**config.mk**
```make
export PLATFORM = sky130hd
export DESIGN_NAME = angle_wrap_moving_average_top
export DESIGN_NICKNAME = d
export VERILOG_FILES = /design/src/rtl/core/awma_pkg.sv /design/src/rtl/core/angle_wrap_moving_average_top.sv /design/src/rtl/core/awma_window.sv /design/src/rtl/core/awma_arith.sv
export SDC_FILE = /design/constraint.sdc
export NUM_CORES = 1
export LEC_CHECK = 0
export ABC_AREA = 0
export BUFFER_PORTS_ARGS = -buffer_cell sky130_fd_sc_hd__buf_2
export CAP_MARGIN = 20
export CORE_ASPECT_RATIO = 1.1
export CORE_MARGIN = 1.5
export CORE_UTILIZATION = 50
export DETAILED_ROUTE_END_ITERATION = 16
export GPL_TIMING_DRIVEN = 0
export PLACE_DENSITY = 0.67
export SLEW_MARGIN = 20
export SYNTH_ARGS = -nofsm -noshare
export SYNTH_HDL_FRONTEND = slang
export SYNTH_HIERARCHICAL = 1
export SYNTH_SLANG_ARGS = --single-unit
```
**constraint.sdc**
```tcl
create_clock -name clk_i -period 4.3 [get_ports clk_i]
set_input_delay 0.86 -clock clk_i [delete_from_list [all_inputs] [get_ports clk_i]]
set_output_delay 0.86 -clock clk_i [all_outputs]
set_load 0.01 [all_outputs]
```
**src/rtl/core/awma_pkg.sv**
```systemverilog
// ----------------------------------------------------------------------------
// awma_pkg
// shared types and constants of the angle wrap moving average
// ----------------------------------------------------------------------------
package awma_pkg;

  localparam int unsigned ANGLE_W          = 9;
  localparam int unsigned USED_W           = 3;
  localparam int unsigned WINDOW_DEPTH_DEF = 5;

  // wrap thresholds in degrees
  localparam int unsigned FULL_TURN  = 360;
  localparam int unsigned HALF_TURN  = 180;
  localparam int unsigned LOW_BAND   = 90;
  localparam int unsigned HIGH_BAND  = 270;
  localparam int unsigned ANGLE_MAX  = 511;

  typedef struct packed {
    logic [ANGLE_W-1:0] angle_sample;
    logic               restart;
  } in_item_t;

  typedef struct packed {
    logic [ANGLE_W-1:0] smoothed_angle;
    logic [USED_W-1:0]  entries_used;
  } out_item_t;

  // datapath commands issued by the sequencer
  typedef struct packed {
    logic clear;
    logic accum;
    logic lift;
    logic div_step;
  } dp_ctrl_t;

endpackage

```
**src/rtl/core/angle_wrap_moving_average_top.sv**
```systemverilog
// ----------------------------------------------------------------------------
// angle_wrap_moving_average_top
// circular moving average of heading samples over a short window
// ----------------------------------------------------------------------------
// Each transfer on the input brings one heading sample in degrees and a
// restart flag that empties the window first. The sample is pushed into a
// window of WindowDepth entries and one result transfer follows with the
// wrapped average and the number of entries averaged. When the window holds
// values near both ends of the circle, values below 180 are lifted by 360
// before the average, and the result is folded back below 360. An item passes
// through these steps in order: the transfer, one accumulate pass per window
// entry through the shared adder, a lift step, one restoring divide step per
// sum bit (SumW = 13 at depth five), and the load of the output register,
// which waits until the previous result has gone. The output register lets
// the next sample be taken while a result still waits downstream.
// ----------------------------------------------------------------------------
module angle_wrap_moving_average_top #(
  parameter int unsigned WindowDepth = awma_pkg::WINDOW_DEPTH_DEF
) (
  input  logic                clk_i,
  input  logic                rst_ni,
  input  logic                in_valid_i,
  output logic                in_ready_o,
  input  awma_pkg::in_item_t  in_data_i,
  output logic                out_valid_o,
  input  logic                out_ready_i,
  output awma_pkg::out_item_t out_data_o
);
  import awma_pkg::*;

  localparam int unsigned CntW  = $clog2(WindowDepth + 1);
  localparam int unsigned IdxW  = (WindowDepth > 1) ? $clog2(WindowDepth) : 1;
  localparam int unsigned SumW  = $clog2(WindowDepth * (ANGLE_MAX + FULL_TURN) + 1);
  localparam int unsigned DivCW = $clog2(SumW);
  localparam int unsigned ExtW  = (CntW > USED_W) ? CntW : USED_W;

  // sequencer states
  typedef enum logic [4:0] {
    S_IDLE = 5'b00001,
    S_ACC  = 5'b00010,
    S_LIFT = 5'b00100,
    S_DIV  = 5'b01000,
    S_DONE = 5'b10000
  } state_e;

  state_e           state_q, state_d;
  logic [IdxW-1:0]  idx_q, idx_d;
  logic [DivCW-1:0] div_cnt_q, div_cnt_d;
  logic             out_valid_q, out_valid_d;
  out_item_t        out_q, out_d;
  dp_ctrl_t         ctrl;
  logic             in_xfer;
  logic [ANGLE_W-1:0] entry;
  logic [ANGLE_W-1:0] avg;
  logic [CntW-1:0]    count;
  logic [ExtW-1:0]    count_ext;

  assign in_ready_o = (state_q == S_IDLE);
  assign in_xfer    = in_valid_i && in_ready_o;
  assign count_ext  = ExtW'(count);

  // window store, pushed on the input transfer
  awma_window #(
    .WindowDepth(WindowDepth)
  ) u_window (
    .clk_i     (clk_i),
    .rst_ni    (rst_ni),
    .push_i    (in_xfer),
    .restart_i (in_data_i.restart),
    .sample_i  (in_data_i.angle_sample),
    .rd_idx_i  (idx_q),
    .rd_data_o (entry),
    .count_o   (count)
  );

  // shared arithmetic unit
  awma_arith #(
    .WindowDepth(WindowDepth)
  ) u_arith (
    .clk_i   (clk_i),
    .ctrl_i  (ctrl),
    .entry_i (entry),
    .count_i (count),
    .avg_o   (avg)
  );

  always_comb begin
    state_d     = state_q;
    idx_d       = idx_q;
    div_cnt_d   = div_cnt_q;
    ctrl        = '0;
    out_d       = out_q;
    // result leaves on its transfer
    out_valid_d = out_valid_q && !out_ready_i;
    case (state_q)
      S_IDLE: begin
        if (in_xfer) begin
          // clear accumulator while the window takes the sample
          ctrl.clear = 1'b1;
          idx_d      = '0;
          state_d    = S_ACC;
        end
      end
      S_ACC: begin
        // one window entry per cycle, newest first
        ctrl.accum = 1'b1;
        if (CntW'(idx_q) + CntW'(1) == count) begin
          state_d = S_LIFT;
        end else begin
          idx_d = idx_q + IdxW'(1);
        end
      end
      S_LIFT: begin
        ctrl.lift = 1'b1;
        div_cnt_d = '0;
        state_d   = S_DIV;
      end
      S_DIV: begin
        // one quotient bit per cycle
        ctrl.div_step = 1'b1;
        if (div_cnt_q == DivCW'(SumW - 1)) begin
          state_d = S_DONE;
        end else begin
          div_cnt_d = div_cnt_q + DivCW'(1);
        end
      end
      S_DONE: begin
        // load output register once the previous result has gone
        if (!out_valid_q || out_ready_i) begin
          out_d.smoothed_angle = avg;
          out_d.entries_used   = count_ext[USED_W-1:0];
          out_valid_d          = 1'b1;
          state_d              = S_IDLE;
        end
      end
      default: begin
        state_d = S_IDLE;
      end
    endcase
  end

  always_ff @(posedge clk_i or negedge rst_ni) begin
    if (!rst_ni) begin
      state_q     <= S_IDLE;
      idx_q       <= '0;
      div_cnt_q   <= '0;
      out_valid_q <= 1'b0;
    end else begin
      state_q     <= state_d;
      idx_q       <= idx_d;
      div_cnt_q   <= div_cnt_d;
      out_valid_q <= out_valid_d;
    end
  end

  // payload register
  always_ff @(posedge clk_i) begin
    out_q <= out_d;
  end

  assign out_valid_o = out_valid_q;
  assign out_data_o  = out_q;

  // a transfer always starts the accumulate pass
  a_xfer_starts_acc : assert property (@(posedge clk_i) disable iff (!rst_ni)
    in_xfer |=> state_q == S_ACC)
    else $error("input transfer did not start accumulation");

  // the window is never empty while it is being summed
  a_acc_nonempty : assert property (@(posedge clk_i) disable iff (!rst_ni)
    state_q == S_ACC |-> count != '0)
    else $error("accumulating an empty window");

  // after the single wrap the average always lies below a full turn
  a_result_wrapped : assert property (@(posedge clk_i) disable iff (!rst_ni)
    out_valid_o |-> out_data_o.smoothed_angle < ANGLE_W'(FULL_TURN))
    else $error("smoothed angle not wrapped");

  // a result always reports at least one entry when the count fits the field
  a_used_nonzero : assert property (@(posedge clk_i) disable iff (!rst_ni)
    out_valid_o |-> (WindowDepth >= (1 << USED_W)) || (out_data_o.entries_used != '0))
    else $error("result reports an empty window");

endmodule

```
**src/rtl/core/awma_window.sv**
```systemverilog
// ----------------------------------------------------------------------------
// awma_window
// sample window shift line with fill count and one indexed read port
// ----------------------------------------------------------------------------
module awma_window #(
  parameter int unsigned WindowDepth = awma_pkg::WINDOW_DEPTH_DEF,
  localparam int unsigned CntW = $clog2(WindowDepth + 1),
  localparam int unsigned IdxW = (WindowDepth > 1) ? $clog2(WindowDepth) : 1
) (
  input  logic                         clk_i,
  input  logic                         rst_ni,
  input  logic                         push_i,
  input  logic                         restart_i,
  input  logic [awma_pkg::ANGLE_W-1:0] sample_i,
  input  logic [IdxW-1:0]              rd_idx_i,
  output logic [awma_pkg::ANGLE_W-1:0] rd_data_o,
  output logic [CntW-1:0]              count_o
);
  import awma_pkg::*;

  logic [ANGLE_W-1:0] entries_q [WindowDepth];
  logic [CntW-1:0]    count_q, count_d, count_base;

  // newest at the front, oldest falls off the end
  always_ff @(posedge clk_i) begin
    if (push_i) begin
      for (int i = WindowDepth - 1; i > 0; i--) begin
        entries_q[i] <= entries_q[i-1];
      end
      entries_q[0] <= sample_i;
    end
  end

  always_comb begin
    count_base = restart_i ? '0 : count_q;
    count_d    = count_q;
    if (push_i) begin
      count_d = (count_base < CntW'(WindowDepth)) ? count_base + CntW'(1) : count_base;
    end
  end

  always_ff @(posedge clk_i or negedge rst_ni) begin
    if (!rst_ni) begin
      count_q <= '0;
    end else begin
      count_q <= count_d;
    end
  end

  assign rd_data_o = entries_q[rd_idx_i];
  assign count_o   = count_q;

endmodule

```
**src/rtl/core/awma_arith.sv**
```systemverilog
// ----------------------------------------------------------------------------
// awma_arith
// shared accumulate, lift and restoring divide unit
// ----------------------------------------------------------------------------
module awma_arith #(
  parameter int unsigned WindowDepth = awma_pkg::WINDOW_DEPTH_DEF,
  localparam int unsigned CntW = $clog2(WindowDepth + 1),
  localparam int unsigned SumW = $clog2(WindowDepth *
                                        (awma_pkg::ANGLE_MAX + awma_pkg::FULL_TURN) + 1)
) (
  input  logic                         clk_i,
  input  awma_pkg::dp_ctrl_t           ctrl_i,
  input  logic [awma_pkg::ANGLE_W-1:0] entry_i,
  input  logic [CntW-1:0]              count_i,
  output logic [awma_pkg::ANGLE_W-1:0] avg_o
);
  import awma_pkg::*;

  // sum register doubles as dividend / quotient shift register
  logic [SumW-1:0] sum_q, sum_d;
  logic [CntW-1:0] rem_q, rem_d;
  logic [CntW-1:0] nlow_q, nlow_d;
  logic            lo_q, lo_d, hi_q, hi_d;
  logic [CntW:0]   partial, trial;
  logic            fits;
  logic [SumW-1:0] wrapped;

  always_comb begin
    partial = {rem_q, sum_q[SumW-1]};
    trial   = partial - {1'b0, count_i};
    fits    = (partial >= {1'b0, count_i});
    sum_d   = sum_q;
    rem_d   = rem_q;
    nlow_d  = nlow_q;
    lo_d    = lo_q;
    hi_d    = hi_q;
    if (ctrl_i.clear) begin
      sum_d  = '0;
      nlow_d = '0;
      lo_d   = 1'b0;
      hi_d   = 1'b0;
    end else if (ctrl_i.accum) begin
      sum_d = sum_q + SumW'(entry_i);
      if (entry_i < ANGLE_W'(HALF_TURN)) begin
        nlow_d = nlow_q + CntW'(1);
      end
      if (entry_i < ANGLE_W'(LOW_BAND)) begin
        lo_d = 1'b1;
      end else if (entry_i > ANGLE_W'(HIGH_BAND)) begin
        hi_d = 1'b1;
      end
    end else if (ctrl_i.lift) begin
      // lifting every value below half a turn adds one full turn per such value
      if (lo_q && hi_q) begin
        sum_d = sum_q + SumW'(nlow_q) * SumW'(FULL_TURN);
      end
      rem_d = '0;
    end else if (ctrl_i.div_step) begin
      sum_d = {sum_q[SumW-2:0], fits};
      rem_d = fits ? trial[CntW-1:0] : partial[CntW-1:0];
    end
  end

  always_ff @(posedge clk_i) begin
    sum_q  <= sum_d;
    rem_q  <= rem_d;
    nlow_q <= nlow_d;
    lo_q   <= lo_d;
    hi_q   <= hi_d;
  end

  // single wrap of the quotient
  assign wrapped = (sum_q >= SumW'(FULL_TURN)) ? sum_q - SumW'(FULL_TURN) : sum_q;
  assign avg_o   = wrapped[ANGLE_W-1:0];

endmodule
```
# Word-level counts from Yosys, hierarchy flattened
# Memory sizes are Yosys's and may differ from the RTL's.
# Cells that the tools add are included.
[totals] reg_bits=49 latch_bits=0 ram_bits=45 mem_bits_ro=0 in_bits=14 out_inout_bits=14 word_cells=91 n_memories=1
[mem_list] name="u_window.entries_q" words=5 word_bits=9 rd=5 rd_clocked_by_memory_dff=0 write_ports=5 line="awma_window.sv:21" rtl="logic [ANGLE_W-1:0] entries_q [WindowDepth];"
[op_classes] addsub=8 mul=1 div_mod_pow=0 order_cmp=6 eq_ne=14 shift=0 muxes=27 bitwise=3 reduce_logical=19
[ops] cell="13-bit two-way mux" n=4
[ops] cell="5-bit case mux with 5 select lines" n=1
[ops] cell="5-bit two-way mux" n=4
[ops] cell="3-bit two-way mux" n=6
[ops] cell="13-bit by 12-bit adder with 13-bit output" n=1
[ops] cell="13-bit by 9-bit adder with 13-bit output" n=1
[ops] cell="13-bit by 9-bit >= comparator with 1-bit output (second input constant)" n=1
[ops] cell="2-bit inequality test (second input constant)" n=5
[ops] cell="2-bit AND reduction" n=5
[ops] cell="3-bit by 1-bit adder with 3-bit output (second input constant)" n=3
[ops] cell="9-bit > comparator (second input constant)" n=1
[ops] cell="9-bit by 7-bit < comparator with 1-bit output (second input constant)" n=1
[ops] cell="9-bit by 8-bit < comparator with 1-bit output (second input constant)" n=1
[ops] cell="3-bit by 6-bit multiplier with 9-bit output (second input constant)" n=1
[ops] cell="9-bit two-way mux" n=1
[ops] cell="3-bit AND reduction" n=3
[ops] cell="9-bit subtractor (second input constant)" n=1
[ops] cell="1-bit two-way mux" n=8
[ops] cell="4-bit case mux with 2 select lines" n=1
[ops] cell="3-bit case mux with 2 select lines" n=1
[ops] cell="2-bit nonzero test" n=3
[ops] cell="5-bit by 1-bit == test with 1-bit output (second input constant)" n=1
[ops] cell="5-bit by 2-bit == test with 1-bit output (second input constant)" n=1
[ops] cell="5-bit by 3-bit == test with 1-bit output (second input constant)" n=1
[ops] cell="other kinds (17)" n=22

# Depth between registers and ports, before layout
[depth] ltp_word=6 depth_mapped=14 mapped_depth_nobuf=14

# Modules after synthesis
# Netlist, hierarchy kept.
[modules_own_cells] module="awma_arith" n_inst=1 cells_per_inst=295 area_each_um2=2337.2 seq_area_each_um2=450.4
[modules_own_cells] module="awma_window" n_inst=1 cells_per_inst=112 area_each_um2=2031.9 seq_area_each_um2=1426.4
[modules_own_cells] module="angle_wrap_moving_average_top" n_inst=1 cells_per_inst=87 area_each_um2=1134.8 seq_area_each_um2=686.9

# Least setup slack after synthesis
# Ideal clock, no wire load.
[synth_timing] path_kind="flip-flop to flip-flop" from="register state_q[3]" to="register u_arith.rem_q[0] (enable)" setup_time_ps=267 arrival_time_ps=2830 t_required_ps=4033 setup_slack_ps=1203 stages_incl_launch_ff=7 path_buffers=2 synth_period_minus_slack_ps=3097 path_cell_list="dfrtp_1 -> nor2_1 -> and3_2 -> and2_1 -> clkbuf_1 -> clkbuf_1 -> nor3_1"
[synth_lines] item="start, declared" line="angle_wrap_moving_average_top.sv:46" rtl="state_e state_q, state_d;"
[synth_lines] item="start signal, assigned" line="angle_wrap_moving_average_top.sv:149" rtl="state_q <= state_d;"
[synth_lines] item="end signal, assigned" line="awma_arith.sv:66" rtl="rem_q <= rem_d;"
[synth_lines] item="end, declared" line="awma_arith.sv:21" rtl="logic [CntW-1:0] rem_q, rem_d;"

# Worst setup path in the final report
[layout_timing] from="register idx_q[0]" to="register u_arith.sum_q[8]"
[layout_between] elab_chain_len=3
[layout_lines] item="start, declared" line="angle_wrap_moving_average_top.sv:47" rtl="logic [IdxW-1:0] idx_q, idx_d;"
[layout_lines] item="start signal, assigned" line="angle_wrap_moving_average_top.sv:150" rtl="idx_q <= idx_d;"
[layout_lines] item="memory read 5 x 9 bit"
[layout_lines] item="net entry[0]" line="angle_wrap_moving_average_top.sv:53" rtl="logic [ANGLE_W-1:0] entry;"
[layout_lines] item="13-bit by 9-bit adder with 13-bit output" line="awma_arith.sv:43" rtl="sum_d = sum_q + SumW'(entry_i);"
[layout_lines] item="13-bit two-way mux" line="awma_arith.sv:42" rtl="end else if (ctrl_i.accum) begin"
[layout_lines] item="end signal, assigned" line="awma_arith.sv:65" rtl="sum_q <= sum_d;"
[layout_lines] item="end, declared" line="awma_arith.sv:20" rtl="logic [SumW-1:0] sum_q, sum_d;"
# The timed path passes the listed nets, and every way through them passes these cells.
# A chain may end at the register's enable or synchronous reset.

==> reports/metrics.yaml <==
dieWidth_um: 103
hold_buffers: 0
hp-class: "primary input to async pin"
synth-xor-area-share_pct: 4.23
switching_power_mw: 1.60
synth_top_family_by_area: "compound AO/OA/AOI/OAI gates"
grt_pass1_vias: 3772
synth_nets: 545
busiest_layer: "met2"
yosysTopAreaCell: "edfxtp_1"
tightest_slew_ns: 1.02
r2r_start: "idx_q[0]"
fin_area_um2: 6110
critPathKind: "register to register"
drc: 0
cp.required_ns: 4.53
fmax_mhz: 307
place_congestion: 0.876
die_area_um2: 11600
netlist_top_cells_area: "edfxtp_1 33%, ha_1 7.5%, dfrtp_1 6.8%, dfxtp_1 6.5%, inv_1 2.8%"
drt_iter0_drc: 135
gr-usage-all-layers_pct: 19.8
powerDensity_nw_per_um2: 672
nets: 583
end_kind: "register"
h-tree-depth: 3
numClockSinks: 94
fillers: 957
synth_edf_count: 60
gr-usage-met1_pct: 25.6
antenna_found_initial: 0
rows: 40
ys_types: 75
sequentialPowerShare_pct: 36.1
insertion_delay_ns: 0.34
placed_area_um2: 5830
synth_seq_cells: 94
diodes: 0
cts.repair.resized: 0
io_pins: 28
synthCells: 494
combPwrFrac_pct: 45.0
cts_root_buf: "clkbuf_16"
muxShareOfSynthArea_pct: 2.57
start_kind: "register"
worstPathArrival_ns: 3.48
finalPower_mw: 4.11
wirelength_um: 10500
cts_buffer_depth: 2
tns_ns: 0
num_vias: 3782
max-slew-margin-rel_pct: 31.6
status: "completed"
grt_util_met2_pct: 31.9
hold_viol: 0
synth_top_area_share_pct: 32.7
ys.flop_type: "edfxtp_1"
die_h_um: 113
slew_viol_final: 0
ys.warnings.count: 6
setup_viol: 0
grt_setup_unrepaired: "false"
p_int_mw: 2.51
fin_crit_ns: 3.25
irDropWorstVdd_mv: 0.378
synth_compound_area_share_pct: 18.5
finClkSkew_ns: 0.0102
grt_remaining_overflow: 0
post_cts_buffers: 0
postRouteAntennaNets: 0
cap_viol_max_count: 0
cts_tree: "built"
dp_hpwl_um: 7720
start_util_pct: 50.9
netlist_area_um2: 5500
regToRegEndpoint: "u_arith/sum_q[8]"
avgSynthCellArea_um2: 11.1
p_sw_share_pct: 39.0
final_layout_size_suffix_gt1_share_pct: 17.4
ys_seq_area_share_pct: 46.6
fin_crit_sh_pct: 75.7
core_area_um2: 10800
grt_pass1_wl_um: 17800
synthArstFlopShare_pct: 17.0
r2r_setup_slack_ns: 1.05
synthAdderAreaFrac_pct: 8.96
clk_pin_slew_ns: 0.06
grt_max_degree: 53
viasPerCell: 5.54
gr-usage-met3_pct: 4.14
syn_to_final_growth_pct: 11.1
timing.hold.ws_ns: 0.428
cts_made_buffers: 9
clkPwrFrac_pct: 18.9
crit_path_max_fanout: 10
leakagePower_nw: 2.46
ys_top_cells_by_count: "60 x edfxtp_1, 41 x inv_1, 40 x nor2_1, 33 x ha_1, 25 x a21oi_1"
dr.pass1.iters: 4
rr_worst_depth: 13
synthSimpleGateAreaFrac_pct: 14.0
port_buffers: 27
synth_most_common_cell: "edfxtp_1"
wl_per_cell_um: 15.3
kinds of logic (layout without fill, tap and decap cells):
family	count (synthesis)	count (layout)
xor+xnor	25	25
buf+inv	59	101
compound gates	129	129
flops	94	94
mux	14	14
simple gates	136	136
fa+ha+maj	37	37
cell usage in the layout (no fill, tap or decap), drive strengths merged, types with 3 or more instances in the layout:
master and count:
a2111oi 3, a211oi 23, a21o 5, a21oi 25, a221oi 12, a31oi 10, and2b 7, and3 9
buf 38, clkbuf 14, clkinv 4, dfrtp 15, dfxtp 18, edfxtp 60, fa 4, ha 33
inv 42, mux2i 13, nand2 17, nand2b 9, nand3 17, nand3b 9, nor2 41, nor2b 7
nor3 7, o21a 3, o21ai 20, o21bai 4, o22ai 4, o31ai 3, xnor2 13, xor2 11
routing by layer:
layer | share of wire [%] | wire length [um]
met4 | 2.6 | 269
met5 | 0 | 0
met1 | 46 | 4860
met2 | 47 | 4940
met3 | 3.8 | 396
flip-flops by register name, summed over array words and instances, names as in the netlist:
name / cells
idx_q: 3
u_window/count_o: 3
div_cnt_q: 4
u_arith/sum_q: 13
u_arith/hi_q: 1
u_arith/rem_q: 3
out_data_o: 12
u_window/entries_q: 45
u_arith/lo_q: 1
state_q: 5
u_arith/nlow_q: 3
out_valid_o: 1
worst max-delay path, cell delays in order, from the launching register on:
cell and delay, ns:
dfrtp_1 0.45, buf_6 0.18, buf_12 0.14, mux2i_1 0.14, a221oi_2 0.39, ha_1 0.27, inv_1 0.07, fa_1 0.38
nand2b_1 0.17, o2bb2ai_1 0.19, o21ba_1 0.22, o21bai_1 0.17, xnor2_1 0.09, a221oi_1 0.30
through the flow:
stage / std cells / utilization [%] / setup slack (ns)
floorplan: 494 / - / 1.20
global placement: 668 / 53.9 / 0.271
detailed placement: 668 / 53.9 / 1.11
CTS: 683 / 56.6 / 1.05
global route: 683 / 56.6 / 0.797
finish: 683 / 56.6 / 1.05
final cells by class:
cell class | count | area (um2) | share of cell area [%]
Buffer | 16 | 118 | 1.92
Clock buffer | 9 | 225 | 3.68
Clock inverter | 6 | 63.8 | 1.04
Inverter | 43 | 161 | 2.64
Multi-Input combinational cell | 341 | 2660 | 43.6
Sequential cell | 94 | 2560 | 41.9
Tap cell | 147 | 184 | 3.01
Timing Repair Buffer | 27 | 135 | 2.21
power by group through the flow:
| stage | registers (mW) | clock network, mW | logic [mW] |
|---|---|---|---|
| global route | 1.52 | 0.833 | 2.07 |
| CTS | 1.48 | 0.796 | 1.85 |
| detailed placement | 1.50 | 0 | 1.83 |
| global placement | 1.50 | 0 | 1.80 |
| finish | 1.49 | 0.776 | 1.85 |
| floorplan | 1.43 | 0 | 1.50 |
how the worst max path moves through the flow:
stage          startpoint               end  slack, ns  cells past startpoint
2_1_floorplan  state_q[3]  u_arith/rem_q[0]       1.20                      6
4_1_cts          idx_q[2]  u_arith/sum_q[8]       1.05                     12
6_report         idx_q[0]  u_arith/sum_q[8]       1.05                     13
3_5_place_dp     idx_q[0]  u_arith/sum_q[8]       1.11                     13
3_3_place_gp   in_valid_i  u_arith/rem_q[0]       0.27                      5
5_1_grt          idx_q[2]  u_arith/sum_q[6]       0.80                     11
No activity file was read; power rests on OpenSTA's default activity.
